**config.mk**
```make
export PLATFORM = sky130hd
export DESIGN_NAME = bpp_row_mem
export DESIGN_NICKNAME = d
export VERILOG_FILES = /design/src/rtl/core/bpp_pkg.sv /design/src/rtl/core/bpp_row_mem.sv
export SDC_FILE = /design/constraint.sdc
export NUM_CORES = 2
export LEC_CHECK = 0
export ABC_CLOCK_PERIOD_IN_PS = 4750
export BUFFER_PORTS_ARGS = -buffer_cell sky130_fd_sc_hd__buf_2
export CELL_PAD_IN_SITES_DETAIL_PLACEMENT = 0
export CELL_PAD_IN_SITES_GLOBAL_PLACEMENT = 1
export CORE_UTILIZATION = 50
export DETAILED_ROUTE_END_ITERATION = 7
export PLACE_DENSITY = 0.8
export REMOVE_ABC_BUFFERS = 1
export SKIP_CTS_REPAIR_TIMING = 1
export SLEW_MARGIN = 15
export SYNTH_ARGS = -nofsm -noshare
export SYNTH_HDL_FRONTEND = slang
export SYNTH_SLANG_ARGS = --single-unit
```
**constraint.sdc**
```tcl
create_clock -name clock -period 4.75 [get_ports clock]
set_input_delay 0.2375 -clock clock [delete_from_list [all_inputs] [get_ports clock]]
set_output_delay 0.2375 -clock clock [all_outputs]
set_load 0.005 [all_outputs]
```
**src/rtl/core/bpp_pkg.sv**
```systemverilog
// Shared types, constants and the fixed-point helper of the binomial put pricer.
package bpp_pkg;

   localparam int DIV_DVW  = 49;
   localparam int DIV_DSW  = 32;
   localparam int DIV_CNTW = 6;

   typedef enum logic [2:0] {
      STATUS_OK       = 3'd0,
      STATUS_DOWN_LOW = 3'd1,
      STATUS_DOWN_HI  = 3'd2,
      STATUS_UP_LOW   = 3'd3,
      STATUS_QUERY    = 3'd4
   } status_type;

   localparam logic [2:0] REG_UP     = 3'd0;
   localparam logic [2:0] REG_DOWN   = 3'd1;
   localparam logic [2:0] REG_RATE   = 3'd2;
   localparam logic [2:0] REG_S0     = 3'd3;
   localparam logic [2:0] REG_STRIKE = 3'd4;
   localparam logic [2:0] REG_PERIOD = 3'd5;

   typedef struct packed {
      logic                 start;
      logic [DIV_DVW-1:0]   dividend;
      logic [DIV_DSW-1:0]   divisor;
   } div_req_type;

   typedef struct packed {
      logic                 busy;
      logic                 done;
      logic [DIV_DVW-1:0]   quotient;
   } div_rsp_type;

   // Price times a Q2.16 factor, rounded to nearest, saturated to 32 bits.
   function automatic logic [31:0] fx_scale(input logic [31:0] s, input logic [17:0] f);
      logic [49:0] prod;
      prod = ({18'd0, s} * {32'd0, f}) + 50'd32768;
      if (prod[49:48] != 2'd0) begin
         fx_scale = 32'hFFFF_FFFF;
      end else begin
         fx_scale = prod[47:16];
      end
   endfunction

endpackage

```
**src/rtl/core/bpp_row_mem.sv**
```systemverilog
// One lattice time slice of put values, one write and one registered read port.
module bpp_row_mem
   import bpp_pkg::*;
#(
   parameter int DEPTH = 65,
   parameter int AW    = 7
)
(
   input  logic          clock,
   input  logic          wr_en,
   input  logic [AW-1:0] wr_addr,
   input  logic [31:0]   wr_data,
   input  logic          rd_en,
   input  logic [AW-1:0] rd_addr,
   output logic [31:0]   rd_data
);

   logic [31:0] mem [DEPTH];
   logic [31:0] rd_data_ff;

   always_ff @(posedge clock) begin
      if (wr_en) begin
         mem[wr_addr] <= wr_data;
      end
      if (rd_en) begin
         rd_data_ff <= mem[rd_addr];
      end
   end

   assign rd_data = rd_data_ff;

endmodule

```
# --- After elaboration in Yosys (flattened, before gate mapping) ---
# Memories as Yosys holds them, arrays and structs flattened. A register that Yosys moved wholly into a read port is not among the register bits.
# Cells that the tools add are included.
totals:
  memories: 1
  ramBits: 2080
  register_bits: 0
classes:
  mux: 2
mem_list:
  columns: ["name", "words", "width", "read_ports", "rd_ports_with_merged_regs", "write_ports", "line", "rtl"]
  rows:
  - ["mem", 65, 32, 1, 1, 1, "bpp_row_mem.sv:18", "logic [31:0] mem [DEPTH];"]
op_table:
  columns: ["operator", "count"]
  rows:
  - ["two-way mux 1 bit", 2]

# --- Depth between registers and ports, before layout ---
depth:
  ltp_word: 2
  ltp_mapped: 10

# --- Worst setup path before layout ---
# OpenSTA, ideal clock, no wires.
synth_timing:
  kind: "input to register"
  start: "input port wr_en"
  end: "memory mem[18][0], enable pin"
  t_required_ns: 4.289
  stages: 3
  slack_ns: 1.262
  path_buffers: 1
  t_arrival_ns: 3.027
  cell_sequence: "clkbuf_1 -> nand3_1 -> nor3_1"
synth_via:
  elab_chain_len: 2
synth_lines:
  columns: ["item", "line", "rtl"]
  rows:
  - ["start, declared", "bpp_row_mem.sv:10", "input logic wr_en,"]
  - ["two-way mux 1 bit", "bpp_row_mem.sv:22", "if (wr_en) begin"]
  - ["two-way mux 1 bit (not written as such)", "bpp_row_mem.sv:23", "mem[wr_addr] <= wr_data;"]
  - ["end, declared", "bpp_row_mem.sv:18", null]
# No other way between the ends.

==> results.md <==
Timing:
- For the final routed database, the setup TNS stands at 0 ps.
- The post-route clock skew is roughly 60 ps.
- The hold violation count in the final report is 0.
- Setup slack closes at 1880 ps.
- Setup repair after global routing left no endpoint under its margin.
- The final cycle utilization of the critical path is 60.3%.
- The fmax is between 0.3 and 0.4 GHz.
- The number of pins exceeding their max-slew limit in the final report is 0.
- The post-route minimum period is 2870 ps.
- The measured slew at the worst slew-check pin is between 1000 and 1500 ps.
- The tightest hold path in the finished design has a slack of between 8 and 9 ps.
- The worst slew margin relative to its limit is between 10% and 20%.
- Setup violations remaining at the end of the flow were counted as 0.

Setup path:
- The critical path endpoint category is a register.
- At the worst endpoint, the arrival time is 3430 ps.
- In this run the worst path has a maximum fanout of just over 50.
- Walking the worst path, the cells encountered are buf_8 -> nand4bb_2 -> buf_4 -> o221ai_1 -> a2111oi_0 -> a31oi_1 -> or3_1.
- Data on the critical path is required at its endpoint by between 5000 and 6000 ps.
- The worst setup path is launched from an input pin.
- The number of buffers and inverters on the critical path is 2.
- The launch point of the worst reg-to-reg path is mem[19][13].
- For this run, the slowest stage of the critical path takes slightly above 900 ps.
- The worst setup path startpoint is rd_addr[4].
- The start-to-end type of the worst setup path is input pin to register.
- The cell family with the largest share of critical-path delay is compound AO/OA/AOI/OAI gates.
- The slowest stage of the critical path belongs to the cell sky130_fd_sc_hd__a2111oi_0.

Floorplanning:
- The x dimension of the die is roughly 400 um.
- The vertical die dimension is between 400 and 500 um.
- The initial utilization of the core area, before any placement, comes to ~50%.
- During I/O placement, the number of pins put on the boundary was around 80.
- The region available for standard cell placement spans between 150,000 and 200,000 um^2.
- The area enclosed by the die boundary is roughly 160,000 um^2.
- The cell row count is around 150.

Route:
- The count of nets left with antenna violations once routing finished came out at 0.
- Dividing the detail-routed wire length by the instance count gives 32.8 um.
- The total wire length is 211,000 um.
- The DRC violation total after the first TritonRoute iteration is around 5,600.
- The routed layout has a little over 40,000 vias.
- The detailed-router iteration count before antenna repair is 6.
- The number of design rule violations left after detail routing is 0.
- The vias per cell is around 6.4.

Synth:
- After synthesis, the largest family of logic cells by area is multiplexers.
- The portion of synthesized area spent on multiplexers is ~14%.
- The number of flops mapped to enable cells by yosys is between 2,000 and 2,500.
- The number of synthesis warnings is 0.
- The synthesized netlist devotes 4.34% of its cell area to compound gates.
- The share of async-settable or async-resettable flops after synthesis is 0%.
- The unique cell type count in the Yosys netlist is 38.
- The adder-cell area share of the yosys netlist is 0%.
- After synthesis the netlist holds a flip-flop and latch count of around 2,100.
- After technology mapping, the gate count stands at 3,869.
- The summed instance area of the synthesized netlist is a little over 80,000 um^2.
- In the synthesized netlist the dominant register cell turns out to be sky130_fd_sc_hd__edfxtp_1.
- The post-synthesis sequential area ratio is roughly 78%.
- The average instance area after synthesis is about 21 um^2.
- The basic-gate share of the synthesized area counting and, or, nand and nor cells is 2.01%.
- The synthesized netlist devotes 0% of its cell area to XOR and XNOR gates.

Clocking:
- TritonCTS built the clock tree.
- The largest buffer count on any clock path is 3.
- Clock-pin slew was measured on the worst setup and hold paths at roughly 60 ps.
- The tree is rooted in a sky130_fd_sc_hd__clkbuf_16.
- The number of levels the H-tree was split into is 4.
- At the later pin of the worst-skew pair, clock insertion delay measures roughly 840 ps.
- The number of sinks driven by the clock tree is 2,112.
- Clock tree synthesis inserted a total of 200 buffers.

GRT:
- The global-route usage over all layers is 25.9%.
- The total overflow left after global routing is 0.
- The first global-routing pass estimated between 200,000 and 300,000 um of wire.
- The number of antenna violations at the first check in global routing is 25.
- The number of global-route vias before repair is 40,633.
- The largest net degree at the start of global routing is 130.

Cells and area:
- Across the whole layout, storage elements account for roughly 63,000 um^2.
- Summing all multi-input logic gate instances after layout gives 17,100 um^2.
- Once layout is complete, the cells apart from fillers number approximately 6,400.
- The number of inserted filler cells in the final layout is about 12,000.
- The number of nets in the layout is around 4,200.
- The area added between synthesis and finish is 12.9%.
- The most common library cell in the layout ignoring fill and taps is sky130_fd_sc_hd__edfxtp_1.
- In the layout the commonest cells are sky130_fd_sc_hd__edfxtp_1 (2,112), sky130_fd_sc_hd__mux2i_1 (384), sky130_fd_sc_hd__mux4_2 (320).
- The share of post-route cells with drive strength above 1 is between 20% and 30%.
- The final design utilization is 57.0%.

Pwr:
- The peak supply drop is about 500 uV.
- For this design the ratio of total power to cell area is just over 400 nW/um^2.
- The leakage power is 29.2 nW.

Placed design:
- The post-DP HPWL is around 120,000 um.
- Routability-driven placement finished with a final weighted congestion of around 0.84.
- The number of placed instances, taps included, is roughly 6,100.
- The number of buffers inserted by port buffering is 80.
- OpenSTA, run right after detailed placement, puts the worst setup slack at between 1000 and 1500 ps.

Outcome:
- The flow ran to the end, and the final reports show no timing, DRC or antenna violations.

Flow run:
- Across the run, the number of max-cap violations was 0.

Min path:
- The origin of the worst min-delay path is wr_data[2].
- The min-delay analysis places its worst path in the category input pin to register.
[synth_stat cells, drive strengths merged (2+ instances only)]
cell type / n / share of area [%]
edfxtp: 2112 / 78
mux2i: 384 / 4.7
mux4: 320 / 8.9
a211oi: 192 / 1.8
buf: 130 / 1.0
clkbuf: 103 / 0.48
nor2b: 103 / 0.79
nor2: 93 / 0.43
o21ai: 64 / 0.39
o221ai: 63 / 0.68
nand2: 40 / 0.18
or3: 33 / 0.25
a21oi: 32 / 0.20
a221oi: 32 / 0.35
a31oi: 32 / 0.25
mux2: 32 / 0.44
o22a: 32 / 0.35
a2111oi: 31 / 0.33
nand3: 11 / 0.074
nor3: 9 / 0.055
nand2b: 4 / 0.031
nand4b: 4 / 0.069
nand3b: 2 / 0.018
nand4: 2 / 0.015
nand4bb: 2 / 0.028
[kinds of logic after synthesis]
group / count (synthesis)
buf+inv: 233
compound gates: 480
flops: 2112
simple gates: 308
mux: 736
[layout make-up]
cell class / count / area share (%)
Timing Repair Buffer: 269 / 2.40
Tap cell: 2160 / 2.95
Antenna cell: 5 / 0.0136
Clock inverter: 115 / 1.07
Sequential cell: 2112 / 69.2
Multi-Input combinational cell: 1524 / 18.6
Clock buffer: 247 / 5.74
[per-stage QoR]
step | area, um^2 | total power, mW
finish | 91700 | 37.8
global route | 91700 | 38.7
CTS | 91400 | 37.9
detailed placement | 85200 | 22.8
global placement | 85200 | 22.7
floorplan | 80000 | 21.7
[worst register-to-register path, cell delays in order, from the launching register on]
cell,delay (ps)
sky130_fd_sc_hd__edfxtp_1,360
sky130_fd_sc_hd__mux2i_1,130
sky130_fd_sc_hd__o22a_1,150
sky130_fd_sc_hd__o221ai_1,110
sky130_fd_sc_hd__a2111oi_0,920
sky130_fd_sc_hd__a31oi_1,380
sky130_fd_sc_hd__or3_1,390
[report_power, final]
group / switching (mW) / leakage [nW] / internal, mW
combinational: 1.14 / 7.13 / 0.594
clock: 6.78 / 3.07 / 8.66
sequential: 0.0531 / 19.0 / 20.6
total: 7.97 / 29.2 / 29.9
[registers in the layout, summed over array words and instances (netlist names)]
register / count
rd_data: 32
mem: 2080
[final timing paths]
kind	endpoint	slack (ps)	depth (start not counted)
worst max-delay path	rd_data[13]	1880	7
worst min-delay path	mem[63][2]	9	1
worst max register to register	rd_data[13]	2030	6
worst min register to register	rd_data[10]	750	3
[layer usage]
layer	routed length [um]	GRT usage (%)
met1	80500	36.0
met2	101000	41.1
met3	23200	5.97
met4	6070	8.03
met5	64	0
Note: power is estimated with default switching activity, not from simulation.
