===== src/rtl/core/bpp_pkg.sv =====
// Shared types, constants and the fixed-point helper of the binomial put pricer.
package bpp_pkg;

   localparam int DIV_DVW  = 49;
   localparam int DIV_DSW  = 32;
   localparam int DIV_CNTW = 6;

   typedef enum logic [2:0] {
      STATUS_OK       = 3'd0,
      STATUS_DOWN_LOW = 3'd1,
      STATUS_DOWN_HI  = 3'd2,
      STATUS_UP_LOW   = 3'd3,
      STATUS_QUERY    = 3'd4
   } status_type;

   localparam logic [2:0] REG_UP     = 3'd0;
   localparam logic [2:0] REG_DOWN   = 3'd1;
   localparam logic [2:0] REG_RATE   = 3'd2;
   localparam logic [2:0] REG_S0     = 3'd3;
   localparam logic [2:0] REG_STRIKE = 3'd4;
   localparam logic [2:0] REG_PERIOD = 3'd5;

   typedef struct packed {
      logic                 start;
      logic [DIV_DVW-1:0]   dividend;
      logic [DIV_DSW-1:0]   divisor;
   } div_req_type;

   typedef struct packed {
      logic                 busy;
      logic                 done;
      logic [DIV_DVW-1:0]   quotient;
   } div_rsp_type;

   // Price times a Q2.16 factor, rounded to nearest, saturated to 32 bits.
   function automatic logic [31:0] fx_scale(input logic [31:0] s, input logic [17:0] f);
      logic [49:0] prod;
      prod = ({18'd0, s} * {32'd0, f}) + 50'd32768;
      if (prod[49:48] != 2'd0) begin
         fx_scale = 32'hFFFF_FFFF;
      end else begin
         fx_scale = prod[47:16];
      end
   endfunction

endpackage


===== src/rtl/core/bpp_div.sv =====
// Restoring divider that retires one quotient bit per cycle.
module bpp_div
   import bpp_pkg::*;
(
   input  logic        clock,
   input  logic        reset,
   input  div_req_type div_req,
   output div_rsp_type div_rsp
);

   logic                busy_ff, busy_in;
   logic                done_ff, done_in;
   logic [DIV_CNTW-1:0] cnt_ff, cnt_in;
   logic [DIV_DSW-1:0]  rem_ff, rem_in;
   logic [DIV_DVW-1:0]  quo_ff, quo_in;
   logic [DIV_DSW-1:0]  dsr_ff, dsr_in;
   logic [DIV_DSW:0]    trial;

   always_comb begin
      busy_in = busy_ff;
      done_in = 1'b0;
      cnt_in  = cnt_ff;
      rem_in  = rem_ff;
      quo_in  = quo_ff;
      dsr_in  = dsr_ff;
      trial   = {rem_ff, quo_ff[DIV_DVW-1]};
      if (div_req.start) begin
         busy_in = 1'b1;
         cnt_in  = DIV_CNTW'(DIV_DVW - 1);
         rem_in  = '0;
         quo_in  = div_req.dividend;
         dsr_in  = div_req.divisor;
      end else if (busy_ff) begin
         if (trial >= {1'b0, dsr_ff}) begin
            rem_in = DIV_DSW'(trial - {1'b0, dsr_ff});
            quo_in = {quo_ff[DIV_DVW-2:0], 1'b1};
         end else begin
            rem_in = trial[DIV_DSW-1:0];
            quo_in = {quo_ff[DIV_DVW-2:0], 1'b0};
         end
         cnt_in = cnt_ff - DIV_CNTW'(1);
         if (cnt_ff == '0) begin
            busy_in = 1'b0;
            done_in = 1'b1;
         end
      end
   end

   always_ff @(posedge clock) begin
      if (reset) begin
         busy_ff <= 1'b0;
         done_ff <= 1'b0;
      end else begin
         busy_ff <= busy_in;
         done_ff <= done_in;
      end
      cnt_ff <= cnt_in;
      rem_ff <= rem_in;
      quo_ff <= quo_in;
      dsr_ff <= dsr_in;
   end

   assign div_rsp.busy     = busy_ff;
   assign div_rsp.done     = done_ff;
   assign div_rsp.quotient = quo_ff;

endmodule


===== config.mk =====
export PLATFORM = sky130hd
export DESIGN_NAME = bpp_div
export DESIGN_NICKNAME = d
export VERILOG_FILES = /design/src/rtl/core/bpp_pkg.sv /design/src/rtl/core/bpp_div.sv
export SDC_FILE = /design/constraint.sdc
export NUM_CORES = 1
export LEC_CHECK = 0
export ABC_CLOCK_PERIOD_IN_PS = 9330
export BUFFER_PORTS_ARGS = -buffer_cell sky130_fd_sc_hd__buf_2
export CORE_ASPECT_RATIO = 0.6
export CORE_MARGIN = 4
export CORE_UTILIZATION = 28
export CTS_CLUSTER_DIAMETER = 100
export CTS_CLUSTER_SIZE = 28
export DETAILED_ROUTE_END_ITERATION = 8
export PLACE_DENSITY = 0.52
export SYNTH_ARGS = -nofsm -noshare
export SYNTH_HDL_FRONTEND = slang
export SYNTH_SLANG_ARGS = --single-unit

===== constraint.sdc =====
create_clock -name clock -period 9.33 [get_ports clock]
set_clock_uncertainty 0.2 [all_clocks]
set_input_delay 0.4665 -clock clock [delete_from_list [all_inputs] [get_ports clock]]
set_output_delay 0.4665 -clock clock [all_outputs]
set_load 0.005 [all_outputs]

* Yosys cells after proc, flatten, opt, wreduce, memory -nomap -nowiden
Cells that the tools add are included.
** Storage, ports and cells
- Word-level logic and storage cells :: 21
- Bits in registers :: 121
- Input bits :: 84
** Operators by class
- $add $sub $neg :: 2
- Multiplexer cells :: 8
- Bitwise operators :: 1
- Reductions and logical operators :: 3
- Order comparisons :: 1
** Operators with widths (number)
- two-way mux 49 bit :: 2
- >= comparator 33 x 32 -> 1 bit :: 1
- two-way mux 32 bit :: 1
- subtractor 32 bit :: 1
- zero test 6 bit :: 1
- subtractor 6 x 1 -> 6 bit, second input constant :: 1
- two-way mux 1 bit :: 5
- OR reduction 3 bit :: 1
- nonzero test 2 bit :: 1
- NOT 1 bit :: 1

* Longest topological paths before layout
- Depth in word-level cells :: 4
- Gate-level depth with buffers :: 14

* Least setup slack after synthesis
Ideal clock, no wire load.
- Path type :: register -> register
- From :: reg dsr_ff[11]
- To :: reg rem_ff[0]
- Cell stages (with the launch flop) :: 14
- Arrival :: 2.636 ns
- Buffers on the path :: 2
- Library setup time :: 0.079 ns
- Setup slack :: 6.414 ns
- Required time :: 9.051 ns
- Cells stage by stage :: edfxtp_1 > inv_1 > ha_1 > buf_6 > a21oi_2 > nand2_1 > a211oi_2 > a21boi_2 > a311oi_2 > a311oi_1 > o32ai_1 > buf_6 > mux2_1 > a211oi_2
** On the way
- Longest elaborated chain between the ends :: 2
** RTL lines
- from (decl) :: line bpp_div.sv:16 : logic [DIV_DSW-1:0] dsr_ff, dsr_in;
- from (signal assigned) :: line bpp_div.sv:60 : dsr_ff <= dsr_in;
- >= comparator 33 x 32 -> 1 bit :: line bpp_div.sv:34 : if (trial >= {1'b0, dsr_ff}) begin
- two-way mux 32 bit :: line bpp_div.sv:34
- to (signal assigned) :: line bpp_div.sv:58 : rem_ff <= rem_in;
- to (decl) :: line bpp_div.sv:14 : logic [DIV_DSW-1:0] rem_ff, rem_in;
Every way passes these cells.
A chain may end at the register's enable or synchronous reset.

* Final worst setup path
Same ends and word-level chain as after synthesis.

==> impl.org <==
** Placed design
- The count of buffers added on input and output ports is 134.
- Summing all placed instances gives a cell area of roughly 7600 um2.
- Before CTS, the worst setup slack after placement is between 5 and 6 ns.
- At the end of routability-driven placement, the weighted congestion stood at roughly 0.80.
- DPL Wire Length :: roughly 12000 um

** STA
- Worst setup slack after layout :: 5.38 ns
- Fraction of the cycle the final worst path needs :: 42.3%
- Fin Setup TNS :: 0 ns
- Setup violations remaining at the end of the flow were counted as 0.
- Min Tclk post-route :: between 3 and 4 ns
- The number of slew-limit violations in the final report is 0.
- Maximum clock frequency :: roughly 250 MHz
- Measured against its own limit, the worst slew margin works out to 42.1%.
- RSZ-0062 raised after global routing :: false
- For the pin with the worst max-slew slack, the measured transition is about 0.87 ns.
- Number of failing hold endpoints at the final stage :: 0

** Layout
- 0 antenna diodes ended up in the layout.
- Final net count :: 856
- Summed area of non-filler cells in the final layout :: between 8000 and 9000 um2
- Commonest cells after routing, fill and taps aside :: buf_2 (133), edfxtp_1 (81), nor2_1 (56)
- Number of filler instances in the final layout :: 2325
- Proportion of layout cells with a drive suffix above 1 :: between 30 and 40%
- Relative area change from synthesis to final layout :: 25.4%
- Measured on the finished design, the core utilization comes to a little over a third.
- The library cell used most frequently in the layout, excluding fill and tap cells, is buf_2.

** Logic synthesis
- Synthesis produced approximately 600 cells.
- FF+latch count, synth :: between 100 and 150
- Post-Syn Area :: roughly 6600 um2
- The synthesized netlist contains 56 unique library cells.
- For this run, asynchronously set or reset flops after synthesis account for 0%.
- A synthesized cell averages 11.1 um2.
- Syn_nets :: 718
- Proportion of synthesized chip area in sequential cells :: 48.8%
- In the synthesized netlist the dominant register cell turns out to be edfxtp_1.
- Post-synth EDFFs :: between 80 and 90
- During synthesis, Yosys emitted a total of 0 warnings.

** Worst setup path
- Buffers and inverters on the worst path :: 2
- The startpoint identified for the worst register-to-register timing path is dsr_ff[11]$_DFFE_PP_.
- Data on the critical path is required at its endpoint by 9.47 ns.
- By startpoint and endpoint, the worst setup path is classified as reg -> reg.
- Counting cells, the worst reg-to-reg path comes to 12.
- The worst setup path is captured at a flip-flop.
- For this run, the slowest stage of the critical path takes just over 0.5 ns.
- Setup slack on the worst reg-to-reg path comes out at about 5.4 ns.
- Cell chain of the critical path :: inv_1, ha_1, a21oi_2, nand2_1, a211oi_2, a21boi_2, a311oi_2, a311oi_1, o32ai_4, buf_4, mux2_1, a211oi_2
- Cell with the largest stage delay on the worst path :: buf_4
- Along the worst path, the maximum fanout reaches 26.
- The cell family contributing the most delay on the critical path is compound AO/OA/AOI/OAI gates.
- Startpoint Class :: flip-flop
- At the worst endpoint, the arrival time is a little over 4 ns.
- R2r endpoint :: rem_ff[0]$_SDFFE_PP0P_
- Startpoint of the worst setup timing path :: dsr_ff[11]$_DFFE_PP_
- Among the stages of the critical path, the cell type that occurs most often is a211oi_2.

** Die
- IO Pins :: approximately 140
- Vertical extent of the die :: roughly 130 um
- Starting density of the core :: roughly 29%
- CORE AREA :: around 23000 um2
- Die Wd :: around 210 um
- The floorplan step defined a die boundary enclosing 26300 um2.
- In this run the core area contains 43 standard-cell rows.

** Min path
- Endpoint, Worst Hold :: dsr_ff[10]$_DFFE_PP_
- Hold path depth :: 1
- The path class of the tightest hold or removal check is in -> reg.
- Launch point of the worst hold path :: div_req[10]

** Clock network
- Clock-pin slew was measured on the worst setup and hold paths at about 0.060 ns.
- No sink is reached through more buffers than the 2 on the longest clock path.
- Once the clock tree was built, the resizer swapped 0 gates to a different size.
- CTS tree :: yes
- The tree is rooted in a clkbuf_16.
- The number of setup buffers added after CTS is 0.
- Quantity of hold-fixing buffers added after cts :: 12
- The clock net in this run drives a total of between 100 and 150 sinks.
- CTS built an H-tree with a depth of 4.
- Latest clock arrival within the worst-skew pair :: 0.42 ns
- Clock tree synthesis inserted a total of 17 buffers.

** Route
- After detailed routing, the number of remaining DRC violations is 0.
- Number of detailed-routing iterations run before antenna repair :: 5
- For this block, the routed nets add up to 16500 um of wire.
- The first routing iteration left approximately 290 violations.
- Summing over every cut layer, the via total after detailed routing is 4959.
- Via density per instance :: 4.66
- Count of antenna-violating nets left after detailed routing :: 0
- Average routed wire per standard cell :: 15.5 um

** Power
- Total chip power :: around 1.7 mW
- Switching share of power :: between 20% and 30%
- Net switching power figure :: about 460 uW
- Leakage Power :: around 3.6 nW
- Pwr dens :: slightly above 200 nW/um2
- VDD IR-drop max :: roughly 0.14 mV
- Clock power share :: between 40% and 50%
- The share of total power dissipated in combinational logic is a little under a fifth.
- Sequential cells burn between 30% and 40% of the power.
- Internal power summed over all cells :: ~1.2 mW

** Global route
- Global routing usage summed across all routing layers :: roughly 13%
- The number of global-route vias before repair is roughly 4800.
- Number of antenna violations at the first check in global routing :: 0
- Wire length of the first global-routing pass :: 26400 um
- Total congestion overflow :: 0
- Entering global routing, the biggest net connects between 60 and 70 pins.

** Job
- Count of maximum capacitance violations :: 0

** Outcome
- Result of the run :: completed
## layer usage
layer | part of all wire (%) | track usage (%) | vias to the layer above | wire [um]
met1 | 54 | 20.0 | 2386 | 8930
met2 | 41 | 16.9 | 84 | 6820
met3 | 3.8 | 3.53 | 10 | 629
met4 | 0.92 | 3.91 | 0 | 152
li1 | - | - | 2479 | -
met5 | 0 | 0 | - | 0
## power by group through the flow
stage / clock [mW] / sequential (mW) / combinational, mW
floorplan: 0 / 0.664 / 0.222
global placement: 0 / 0.667 / 0.314
detailed placement: 0 / 0.667 / 0.313
CTS: 0.729 / 0.657 / 0.320
global route: 0.755 / 0.663 / 0.356
finish: 0.707 / 0.656 / 0.319
## layout make-up
class,instances,area [um2],area share (%)
multi-input cells,402,3060,36.8
well taps,315,394,4.74
flip-flops and latches,121,3230,38.9
clock buffers,18,429,5.16
clock inverters,14,195,2.35
repair buffers,152,841,10.1
inverters,43,161,1.94
## cell usage after synthesis (6+ instances only)
library cell / number / area share (%)
edfxtp_1: 81 / 37
nor2_1: 56 / 3.2
mux2_2: 48 / 8.2
inv_1: 43 / 2.4
dfxtp_1: 40 / 12
ha_1: 34 / 6.4
a21oi_1: 31 / 2.3
a211oi_1: 28 / 3.2
mux2i_1: 27 / 4.1
nand2_1: 23 / 1.3
xnor2_1: 19 / 2.5
clkbuf_1: 18 / 1.0
a21o_1: 12 / 1.4
nand3_1: 12 / 0.91
o21ai_0: 9 / 0.68
xor2_1: 9 / 1.2
nor3_1: 7 / 0.53
o21ai_1: 7 / 0.53
o21bai_1: 6 / 0.68
## cell families after synthesis
group / count (synthesis) / synth area share [%]
AND/OR/NAND/NOR: 132 / 9.28
AO/OA/AOI/OAI: 130 / 13.6
flip-flops: 121 / 48.8
multiplexers: 77 / 12.6
buffers and inverters: 76 / 5.34
adder cells (fa/ha/maj): 35 / 6.72
XOR/XNOR: 28 / 3.70
## state kept, by name, summed over array words and instances (netlist names)
signal / flops
rem_ff: 32
done_ff: 1
busy_ff: 1
dsr_ff: 32
cnt_ff: 6
quo_ff: 49
## how the worst max path moves through the flow
stage / end / slack, ns / depth (start not counted)
after global routing: rem_ff[0]$_SDFFE_PP0P_ / 5.06 / 12
final: rem_ff[0]$_SDFFE_PP0P_ / 5.38 / 12
after global placement: rem_ff[0]$_SDFFE_PP0P_ / 5.56 / 12
after floorplan: rem_ff[0]$_SDFFE_PP0P_ / 6.41 / 13
after detailed placement: rem_ff[0]$_SDFFE_PP0P_ / 5.43 / 12
after CTS: rem_ff[0]$_SDFFE_PP0P_ / 5.39 / 12
## per-stage QoR
step | hold slack (ns) | std cells
after floorplan | 0.269 | 599
after CTS | 0.000307 | 1064
after global placement | 0.287 | 1020
after detailed placement | 0.294 | 1020
after global routing | 0.000906 | 1065
final | 0.0203 | 1065
## worst register-to-register path, stage by stage (launching register included)
cell      delay, ns
edfxtp_1       0.32
inv_1          0.04
ha_1           0.37
a21oi_2        0.23
nand2_1        0.09
a211oi_2       0.28
a21boi_2       0.15
a311oi_2       0.38
a311oi_1       0.22
o32ai_4        0.50
buf_4          0.51
mux2_1         0.38
a211oi_2       0.22
Power figures use the tool's default switching activity.
